===== config.mk =====
export PLATFORM = sky130hd
export DESIGN_NAME = adac_regs
export DESIGN_NICKNAME = d
export VERILOG_FILES = /design/src/hw/rtl/adac_pkg.sv /design/src/hw/rtl/adac_regs.sv
export SDC_FILE = /design/constraint.sdc
export NUM_CORES = 1
export LEC_CHECK = 0
export ABC_AREA = 1
export BUFFER_PORTS_ARGS = -buffer_cell sky130_fd_sc_hd__buf_2
export CORE_MARGIN = 2
export CORE_UTILIZATION = 30
export CTS_CLUSTER_DIAMETER = 120
export DETAILED_ROUTE_END_ITERATION = 8
export PLACE_DENSITY = 0.57
export SYNTH_ARGS = -nofsm -noshare
export SYNTH_HDL_FRONTEND = slang
export SYNTH_SLANG_ARGS = --single-unit
export TNS_END_PERCENT = 30

===== constraint.sdc =====
create_clock -name clk -period 9.9 [get_ports clk]
set_input_delay 1.98 -clock clk [delete_from_list [all_inputs] [get_ports clk]]
set_output_delay 1.98 -clock clk [all_outputs]
set_load 0.01 [all_outputs]

===== src/hw/rtl/adac_pkg.sv =====
`timescale 1ns / 1ps
`default_nettype none

package adac_pkg;

  localparam int FIFO_DEPTH_DEF = 4096;

  // item kinds
  localparam logic [1:0] MODE_READ  = 2'd0;
  localparam logic [1:0] MODE_WRITE = 2'd1;
  localparam logic [1:0] MODE_PULL  = 2'd2;
  localparam logic [1:0] MODE_DRAIN = 2'd3;

  // register map
  localparam logic [11:0] OFF_CTRL       = 12'h000;
  localparam logic [11:0] OFF_STATUS     = 12'h004;
  localparam logic [11:0] OFF_SAMPLERATE = 12'h008;
  localparam logic [11:0] OFF_DATA       = 12'h00C;
  localparam logic [11:0] OFF_INTCTRL    = 12'h010;
  localparam logic [11:0] OFF_INTSTAT    = 12'h014;
  localparam logic [11:0] OFF_BUFAVAIL   = 12'h018;
  localparam logic [11:0] OFF_VOLUME     = 12'h01C;

  localparam logic [31:0] DEFAULT_RATE = 32'd16000;
  localparam logic [6:0]  VOLUME_MAX   = 7'd100;
  localparam logic [7:0]  GAIN_MAX     = 8'd255;
  localparam logic [31:0] STATUS_READY = 32'd1;

  // x / 100 == (x * 5243) >> 19 for x up to 100 * 255
  localparam logic [12:0] GAIN_RECIP = 13'd5243;
  localparam int          GAIN_SHIFT = 19;

  typedef struct packed {
    logic [1:0]  mode;
    logic [11:0] reg_offset;
    logic [31:0] write_data;
  } item_t;

  typedef struct packed {
    logic        push;
    logic        pop;
    logic        clear;
    logic [15:0] push_data;
  } fifo_cmd_t;

  typedef struct packed {
    logic full;
    logic empty;
  } fifo_stat_t;

endpackage

`default_nettype wire


===== src/hw/rtl/adac_regs.sv =====
`timescale 1ns / 1ps
`default_nettype none

module adac_regs #(
  parameter int FIFO_DEPTH = 4096
) (
  input  wire logic                              clk,
  input  wire logic                              rst,
  input  wire logic                              item_valid,
  input  wire adac_pkg::item_t                   item,
  input  wire adac_pkg::fifo_stat_t              fstat,
  input  wire logic [$clog2(FIFO_DEPTH+1)-1:0]   flevel,
  output adac_pkg::fifo_cmd_t                    fcmd,
  output logic [31:0]                            read_data,
  output logic                                   bad_offset,
  output logic                                   popped,
  output logic                                   irq_level,
  output logic [7:0]                             gain,
  output logic [31:0]                            sink_rate,
  output logic                                   active
);
  import adac_pkg::*;

  localparam logic [31:0] DEPTH32 = 32'(FIFO_DEPTH);

  logic        enable;
  logic        enable_next;
  logic [31:0] rate;
  logic [31:0] rate_next;
  logic        irq_en;
  logic        irq_en_next;
  logic        irq_pend;
  logic        irq_pend_next;
  logic [6:0]  volume;
  logic [6:0]  volume_next;
  logic [31:0] latched;
  logic [31:0] latched_next;
  logic [7:0]  gain_reg;
  logic [7:0]  gain_next;

  logic [31:0] rdata_next;
  logic        bad_next;
  logic        pop_next;
  logic [14:0] vol_x255;
  logic [27:0] gain_prod;

  always_comb begin
    enable_next   = enable;
    rate_next     = rate;
    irq_en_next   = irq_en;
    irq_pend_next = irq_pend;
    volume_next   = volume;
    latched_next  = latched;
    rdata_next    = '0;
    bad_next      = 1'b0;
    pop_next      = 1'b0;
    fcmd          = '0;
    fcmd.push_data = item.write_data[15:0];

    if (item_valid) begin
      unique case (item.mode)
        MODE_READ: begin
          unique case (item.reg_offset)
            OFF_CTRL:       rdata_next = {31'd0, enable};
            OFF_STATUS:     rdata_next = STATUS_READY;
            OFF_SAMPLERATE: rdata_next = rate;
            OFF_INTCTRL:    rdata_next = {31'd0, irq_en};
            OFF_INTSTAT:    rdata_next = {31'd0, irq_pend};
            OFF_BUFAVAIL:   rdata_next = DEPTH32 - 32'(flevel);
            OFF_VOLUME:     rdata_next = {25'd0, volume};
            default:        bad_next = 1'b1;
          endcase
        end
        MODE_WRITE: begin
          unique case (item.reg_offset)
            OFF_CTRL: begin
              if (item.write_data[0] && !enable) begin
                fcmd.clear    = 1'b1;
                latched_next  = (rate == '0) ? DEFAULT_RATE : rate;
                irq_pend_next = 1'b1;
              end else if (!item.write_data[0] && enable) begin
                fcmd.clear = 1'b1;
              end
              enable_next = item.write_data[0];
            end
            OFF_SAMPLERATE: rate_next = item.write_data;
            OFF_DATA:       fcmd.push = enable && !fstat.full;
            OFF_INTCTRL:    irq_en_next = item.write_data[0];
            OFF_INTSTAT:    irq_pend_next = irq_pend & ~item.write_data[0];
            OFF_VOLUME: begin
              volume_next = (item.write_data > 32'(VOLUME_MAX)) ? VOLUME_MAX
                                                                 : item.write_data[6:0];
            end
            default:        bad_next = 1'b1;
          endcase
        end
        MODE_PULL: begin
          pop_next = enable && !fstat.empty;
          fcmd.pop = pop_next;
        end
        MODE_DRAIN: begin
          if (enable) begin
            irq_pend_next = 1'b1;
          end
        end
        default: ;
      endcase
    end
  end

  // volume * 255 / 100 by reciprocal multiply
  assign vol_x255  = {volume_next, 8'd0} - 15'(volume_next);
  assign gain_prod = 28'(vol_x255) * 28'(GAIN_RECIP);
  assign gain_next = gain_prod[GAIN_SHIFT +: 8];

  always_ff @(posedge clk) begin
    if (rst) begin
      enable     <= 1'b0;
      rate       <= DEFAULT_RATE;
      irq_en     <= 1'b0;
      irq_pend   <= 1'b0;
      volume     <= VOLUME_MAX;
      latched    <= DEFAULT_RATE;
      gain_reg   <= GAIN_MAX;
      popped     <= 1'b0;
      bad_offset <= 1'b0;
    end else begin
      enable     <= enable_next;
      rate       <= rate_next;
      irq_en     <= irq_en_next;
      irq_pend   <= irq_pend_next;
      volume     <= volume_next;
      latched    <= latched_next;
      gain_reg   <= gain_next;
      popped     <= pop_next;
      bad_offset <= bad_next;
    end
  end

  always_ff @(posedge clk) begin
    read_data <= rdata_next;
  end

  // state registers already hold the after-item values during the result cycle
  assign irq_level = irq_pend & irq_en;
  assign gain      = gain_reg;
  assign sink_rate = latched;
  assign active    = enable;

endmodule

`default_nettype wire


# Word-level counts from Yosys, hierarchy flattened
# Index checks and enable logic that the tools add are counted.
# totals
register_bits,116
elab_cells,73
# op_classes
add_sub_neg,2
multipliers,1
n_lt_le_gt_ge,1
n_eq_ne,13
mux,21
n_bitwise,4
reduce_logical,21
# op_table
operator,n
$pmux 32 s7,1
$eq 12x5->1 const B,4
$gt 32x7->1 const B,1
$logic_not 32->1,1
$mux 32,1
$mux 7,4
$mul 15x13->27 const B,1
$eq 12x4->1 const B,2
$sub 15x7->15,1
$sub 13x13->14 const A,1
$eq 12x3->1 const B,1
$logic_not 12->1,1
$mux 1,11
$reduce_and 3->1,3
$reduce_or 7->1,1
$pmux 1 s2,3
$reduce_or 6->1,1
$reduce_and 5->1,1
$eq 2x2->1 const B,2
$logic_and 1x1->1,4
$logic_not 1->1,4
$reduce_and 4->1,1
$mux 3,1
$ne 3x1->1 const B,1
9 further kinds,11

# Logic depth before layout (Yosys ltp)
# Gate-level depths: netlist of the first run.
# depth
word_depth,7
depth_mapped,37

# Worst setup path before layout of the first run
# OpenSTA, ideal clock, no wires.
# synth_path
kind,input to register
from,input item[16] in the netlist's numbering
to,register gain_reg[2] (netlist: gain[2])
setup_time_ns,0.133
arrival_ns,7.778
required_ns,9.767
slack_ns,1.989
stages,31
n_path_buf,0
path_cell_list,or2_1 nor2_1 nand2_1 nor2_2 nand2_1 o31ai_4 inv_1 ha_1 inv_1 nor2_1 nand2_1 xor2_1 inv_1 fa_1 inv_1 ha_1 inv_1 fa_1 inv_1 fa_1 inv_1 fa_1 inv_1 ha_1 a21oi_1 o21ai_0 a21oi_1 nand2_1 a21boi_0 or2_2 nand3_1
# synth_via
elab_chain_len,7
# synth_rtl
element,line,text
"start, declared",adac_regs.sv:10,"input wire adac_pkg::item_t item,"
$gt 32x7->1,adac_regs.sv:91,volume_next = (item.write_data > 32'(VOLUME_MAX)) ? VOLUME_MAX
$mux 7,adac_regs.sv:91,
$mux 7,adac_regs.sv:75,unique case (item.reg_offset)
$mux 7,adac_regs.sv:61,unique case (item.mode)
$mux 7,adac_regs.sv:60,if (item_valid) begin
$sub 15x7->15,adac_regs.sv:112,"assign vol_x255 = {volume_next, 8'd0} - 15'(volume_next);"
$mul 15x13->27,adac_regs.sv:113,assign gain_prod = 28'(vol_x255) * 28'(GAIN_RECIP);
"end signal, assigned",adac_regs.sv:134,gain_reg <= gain_next;
"end, declared",adac_regs.sv:38,logic [7:0] gain_reg;
# No other way between the ends.
# A chain may end at the register's enable or synchronous reset.

# Worst setup path after layout of the first run
# layout_path
from,input item[16] in the netlist's numbering
to,register gain_reg[7] (netlist: gain[7])
# The elaborated chain is that of the path after synthesis.

==> summary.md, run 1 <==
| Metric | Value |
|---|---|
| Outcome | completed |
| # setup viols final | 0 |
| Mapped Area | 9180 sq um |
| Pins Over Slew Limit | 0 |
| Crit Path Class | primary input to flip-flop |
| Gate Count Post-Synth | between 1000 and 1500 |
| # resized after CTS | 0 |
| CP Capture Type | flip-flop |
| Synth Warn # | 0 |
| Unique masters post-synth | 50 |
| WL per Instance | 15.0 um |
| Hold Crit Class | flip-flop to flip-flop |
| Drc violations | 0 |
| Post-route minimum period | 8.22 ns |
| Register Area | 2320 sq um |
| Nets@finish | 1559 |
| Hold slack | 0.464 ns |
| Crit path from | item[16] |
| Die area | 32000 sq um |
| Yosys top cell area share | around 25% |
| CTS tree | built |
| Slowest stage delay, CP | 0.54 ns |
| Core area | 30300 sq um |
| Diodes inserted | 0 |
| Most used DFF post-synth | dfxtp_1 |
| Boundary Pins | 159 |
| CP most frequent cell | inv_1 |
| Critical Path AT | 8.53 ns |
| Critical Path Start Type | primary input |
| Post-route ant nets | 0 |
| Worst Clk Skew | 0.0219 ns |
| Register area share after synthesis | 25.3% |
| Drt total wl | ~26000 um |
| Max-cap violations | 0 |
| Clk slew on worst S/H paths | about 0.070 ns |
| Vias in the first global route | 7967 |
| Clk buf depth | 2 |
| Mean post-synth cell area | 7.72 sq um |
| Crit-path max FO | 8 |
| Post-CTS Setup Bufs | 0 |
| Grt ovf | 0 |
| First-pass GRT wire length | 41600 um |
| Pin count of the biggest net entering global routing | 58 |
| Final Hold Fails | 0 |
| Htree depth | 4 |
| Global-route total usage across every layer | 16.7% |
| Setup total negative slack | 0 ns |
| Vias | 8083 |
| Asr flop ratio synth | 0% |
| Synth area leader | dfxtp_1 |
| Slew @ Worst Pin | 1.16 ns |
| R2r startpoint | volume[0] |
| Power per Cell Area | ~110 nW/um^2 |
| Synth Net Count | 1422 |
| Fill cells | 3176 |
| Area grow syn2layout | 18.5% |
| LEAKAGE | 5.44 nW |
| Hpwl dp | 20900 um |
| Synth top area cells | dfxtp_1 (25%), fa_1 (15%), ha_1 (14%) |
| Total CTS buffers | 17 |
| Final Power | 1.17 mW |
| Port Buffers | around 160 |
| F_max | 122 MHz |
| Share of cells above drive strength 1 | 17.8% |
| Hold path startpoint | sink_rate[15] |
| Clock root buffer | clkbuf_16 |
| Chip Width | ~180 um |
| Initial core utilization | 30.2% |
| Worst-skew pair later-pin latency | 0.42 ns |
| #FFs+latches synth | around 120 |
| First-iteration detailed-routing DRC count | 452 |
| Peak supply drop | roughly 81 uV |
| Initial antenna violation count | 0 |
| Gpl congestion | 0.875 |
| Slowest cell on crit path | fa_1 |
| Number of synthesized flops with an enable pin | 0 |
| Die Y | 179 um |
| Clock Sinks | between 100 and 150 |
| DR vias/cell | 4.66 |
| RSZ-0062 raised after global routing | no |
| # rows | 64 |
| Multi-input logic area | 5640 sq um |
| Period utilisation layout | 83.0% |
| DR pass1 iterations | 5 |
| WP data required | 10.21 ns |
| Post-CTS Hold Buffers | 0 |
| Slew HR | approximately 23% |
## synth_stat cells, drive strengths merged (2+ instances only)
library cell,instances
a211oi,4
a21boi,2
a21o,3
a21oi,103
a221oi,4
a31oi,7
buf,23
clkbuf,24
dfxtp,116
fa,67
ha,102
inv,257
nand2,200
nand3,55
nand4,17
nor2,82
nor3,15
nor4,12
o21ai,60
o22ai,4
o31ai,3
or2,6
xnor2,2
xor2,11
## final timing paths
check | depth (start not counted) | slack [ns] | to
max reg2reg | 32 | 3.91 | gain[7]
min reg2reg | 2 | 0.46 | sink_rate[15]
min | 2 | 0.46 | sink_rate[15]
max | 37 | 1.68 | gain[7]
## critical path: cells and delay by family
| family | cells | cell delay [ns] |
|---|---|---|
| adder cells (fa/ha/maj) | 7 | 2.90 |
| AND/OR/NAND/NOR | 16 | 1.97 |
| AO/OA/AOI/OAI | 1 | 0.18 |
| XOR/XNOR | 1 | 0.39 |
| buffers and inverters | 12 | 1.07 |
## metal layers
metal / share of wire [%] / global-route usage (%)
met2: 46 / 28.1
met4: 1.6 / 4.57
met3: 5.4 / 2.76
met5: 0 / 0
met1: 47 / 22.1
## where the power goes
part	leakage [nW]	internal (mW)	switching [mW]	total (mW)
Clock	0.292	0.383	0.274	0.657
Sequential	0.935	0.467	0.000262	0.467
Combinational	4.22	0.0178	0.0327	0.0505
## final cells by class
cell class                 count  share of cell area [%]
clock buffer                  17                    3.91
sequential                   116                    21.4
timing repair buffer         165                    7.76
tap                          396                    4.56
inverter                     258                    8.93
clock inverter                15                    1.65
multi-input combinational    768                    51.8
## kinds of logic after synthesis
| logic type | after synthesis | synth area share (%) |
|---|---|---|
| compound gates | 198 | 12.1 |
| xor+xnor | 13 | 1.44 |
| fa+ha+maj | 169 | 28.5 |
| buf+inv | 305 | 13.4 |
| flops | 116 | 25.3 |
| simple gates | 388 | 19.3 |
## per-stage QoR
step	area [sq um]	utilization (%)	cells	setup WS, ns
after floorplan	9180	-	1189	1.99
after global placement	10300	33.8	1703	1.40
after detailed placement	10300	33.8	1703	1.29
after CTS	10900	35.8	1735	1.70
after global routing	10900	35.8	1735	1.12
final	10900	35.8	1735	1.68
## layout by cell type (no fill, tap or decap), drive strengths merged, types with 2 or more instances in the layout
master    netlist  final
a211oi          4      4
xnor2           2      2
xor2           11     11
nor4           12     12
inv           257    268
nand2         200    200
a21o            3      3
fa             67     67
o31ai           3      3
or2             6      6
ha            102    102
dfxtp         116    116
nor3           15     15
a21oi         103    103
clkbuf         24     17
buf            23    165
a221oi          4      4
bufinv          0      2
clkinvlp        0      2
nand4          17     17
a21boi          2      2
a31oi           7      7
nand3          55     55
o21ai          60     60
nor2           82     82
o22ai           4      4
(Power assumes the default switching activity.)
==> run 2: changes to the inputs <==
ABC_AREA = 0   (was 1)
PLACE_DENSITY = 0.59   (was 0.57)
clock period = 7.3 ns   (was 9.9 ns; I/O delays follow)
==> summary.md, run 2 <==
| Metric | Value |
|---|---|
| Mean post-synth cell area | 8.78 sq um |
| Worst Slack Setup Final | -0.246 ns |
| Complex-gate fraction of the synthesized area | between 10% and 20% |
| Slowest cell on crit path | fa_2 |
| Gate Count Post-Synth | 960 |
| Die Y | 172 um |
| GR Util met1 | 23.2% |
| Slew HR | 21.0% |
| First-iteration detailed-routing DRC count | around 650 |
| Power share of the clock group | a little over half |
| Switch share | 24.7% |
| Share of cells above drive strength 1 | ~31% |
| Boundary Pins | roughly 160 |
| RSZ-0062 raised after global routing | yes |
| Synth Warn # | 0 |
| Clock root buffer | clkbuf_16 |
| Synth top area cells | dfxtp_1 (28%), fa_1 (16%), ha_1 (15%) |
| Adder-cell share of the synthesized area | 31.0% |
| XOR/XNOR share of the synthesized area | 2.60% |
| Unique masters post-synth | 60 |
| # setup viols final | 7 |
| Vias | about 7500 |
| DR pass1 iterations | 5 |
| Worst-skew pair later-pin latency | 0.41 ns |
| Register area share after synthesis | approximately 28% |
| Post-route minimum period | 7.55 ns |
| Internal power | approximately 1.2 mW |
| Vias in the first global route | 7295 |
| Slew @ Worst Pin | 1.18 ns |
| Power per Cell Area | 138 nW/um^2 |
| Mapped Area | 8430 sq um |
| CP Capture Type | flip-flop |
| Pin count of the biggest net entering global routing | 64 |
| Most frequent cells in the layout | buf_2 (154), inv_1 (149), buf_4 (117) |
| Post-route ant nets | 0 |
| CP most frequent cell | buf_4 |
| Post-synthesis simple-gate area fraction | roughly 15% |
| Clk slew on worst S/H paths | ~0.06 ns |
| Register Area | 2320 sq um |
| Number of synthesized flops with an enable pin | 0 |
| Sequential fraction of design power | 40.3% |
| Gpl congestion | 0.884 |
| Failing checks | setup timing |
| Peak supply drop | between 100 and 150 uV |
| Max-cap violations | 0 |
| Worst Clk Skew | about 0.015 ns |
| # rows | slightly above 60 |
| Multi-input logic area | ~5600 sq um |
| Slowest stage delay, CP | between 0.5 and 0.6 ns |
| Total CTS buffers | 17 |
| Commonest cells in the synthesized netlist | inv_1 (152), nand2_1 (117), dfxtp_1 (116), ha_1 (102), fa_1 (67) |
| First-pass GRT wire length | between 30000 and 40000 um |
| Synth Net Count | 1193 |
| Mux share of post-synthesis cell area | less than 1% |
| WP data required | 7.56 ns |
| Main combinational cell family by area after synthesis | adder cells |
| Clk buf depth | 2 |
| Clock Sinks | approximately 120 |
| Logic pwr share | 5.4% |
| Outcome | complete, but fails checks |
| Most instantiated library cell after synthesis | inv_1 |
| Period utilisation layout | 103% |
| Drt total wl | 24800 um |
| Met2 Use GR | 27.7% |
| Crit-path max FO | 6 |
| Commonest non-fill, non-tap cell in the layout | buf_2 |
| Initial antenna violation count | 1 |
| Nets@finish | 1440 |
| Sw Pwr | 0.388 mW |
| Final Hold Fails | 0 |
| Chip Width | 172 um |
| DR vias/cell | ~4.7 |
| Largest delay share family, worst path | adder cells |
| Die area | 29500 sq um |
| Port Buffers | roughly 160 |
| Final Power | 1.57 mW |
| Critical Path AT | 7.80 ns |
| Htree depth | 4 |
| CTS tree | built |
| Initial core utilization | 30.4% |
| Most used routing layer | met2 |
| Crit Path Class | primary input to flip-flop |
| Drc violations | 0 |
| Hpwl dp | 19400 um |
| Most used DFF post-synth | dfxtp_1 |
| Fill cells | 2768 |
| Grt ovf | 0 |
| Asr flop ratio synth | 0% |
| #FFs+latches synth | between 100 and 150 |
| Synth area leader | dfxtp_1 |
| Core area | 27700 sq um |
| Pins Over Slew Limit | 0 |
| Global-route total usage across every layer | between 15 and 20% |
| Final Core Density | 41.2% |
| Buffer and inverter count on the worst path | 14 |
| Hold Crit Class | flip-flop to flip-flop |
| F_max | 133 MHz |
| LEAKAGE | about 5.4 nW |
| Met3 usage | ~2.8% |
| Area grow syn2layout | 35.3% |
| WL per Instance | 15.5 um |
| Critical Path Start Type | primary input |
| Yosys top cell area share | between 20% and 30% |
-- run 2: cell count changes in the layout (fill, tap and decap cells not counted), moves of 11 or more --
cell,previous run,this run
a21oi_1,103,63
a22oi_1,0,35
buf_4,7,117
inv_1,250,149
nand2_1,189,116
nand3_1,51,15
nor2_1,73,61
o21ai_0,59,4
xnor2_1,2,13
-- run 2: worst register-to-register path, delay by kind of cell, from the launching register on --
family | cells | cell delay (ns)
buffers and inverters | 11 | 1.02
AOI/OAI and AO/OA | 4 | 0.70
adders and majority gates | 7 | 2.73
and+or+nand+nor | 6 | 0.98
xor gates and xnor gates | 2 | 0.24
DFF | 1 | 0.31
-- run 2: area by class of cell --
class                      instances  share of cell area, %
multi-input combinational        635                   49.4
antenna                            1                 0.0219
clock buffer                      17                   3.73
inverter                         156                   5.18
tap                              378                   4.15
clock inverter                    15                   1.50
timing repair buffer             281                   15.7
sequential                       116                   20.4
-- run 2: power groups by stage --
stage / Clock [mW] / Combinational, mW / Sequential [mW]
floorplan: 0 / 0.0317 / 0.647
global placement: 0 / 0.0819 / 0.647
detailed placement: 0 / 0.0822 / 0.647
CTS: 0.863 / 0.0856 / 0.633
global route: 0.897 / 0.0918 / 0.633
finish: 0.853 / 0.0854 / 0.633
-- run 2: cell families (layout without fill, tap and decap cells) --
logic type      count (synthesis)  in the layout
compound gates                159            159
xor+xnor                       25             25
fa+ha+maj                     169            169
buf+inv                       209            469
flops                         116            116
mux                             5              5
other cells                     0              1
simple gates                  277            277
-- run 2: path summary, 6_finish.rpt --
kind	start	end	slack [ns]	depth (start not counted)
worst max-delay path	item[12]	gain[0]	-0.25	34
worst min-delay path	irq_pend	irq_pend	0.48	2
worst max register to register	volume[0]	gain[0]	1.19	30
worst min register to register	irq_pend	irq_pend	0.48	2
-- run 2: through the flow --
stage               cell area (sq um)  hold slack, ns  std cells  worst slack (ns)  TNS (ns)
CTS                             11400           0.481       1598            -0.182    -0.892
finish                          11400           0.476       1599            -0.246    -0.998
global route                    11400           0.508       1598            -0.538     -3.41
detailed placement              10500           0.470       1550            -0.844     -5.12
global placement                10500           0.464       1550            -0.764     -4.63
floorplan                        8660           0.445        960            -0.361     -1.29
-- run 2: what timing repair did --
item / 4_1_cts / 5_1_grt
hold endpoints to repair: 0 / 0
cloned: 0 / 0
setup buffers: 16 / 0
endpoints found under the setup margin: 7 / 8
resized for setup: 32 / 5
hold buffers: 0 / 0
pin swaps: 31 / 2
-- run 2: per-layer routing --
metal	share of wire, %	vias to the layer above
li1	-	3646
met1	46	3534
met2	47	231
met3	5.4	41
met4	2.1	2
met5	0.056	-
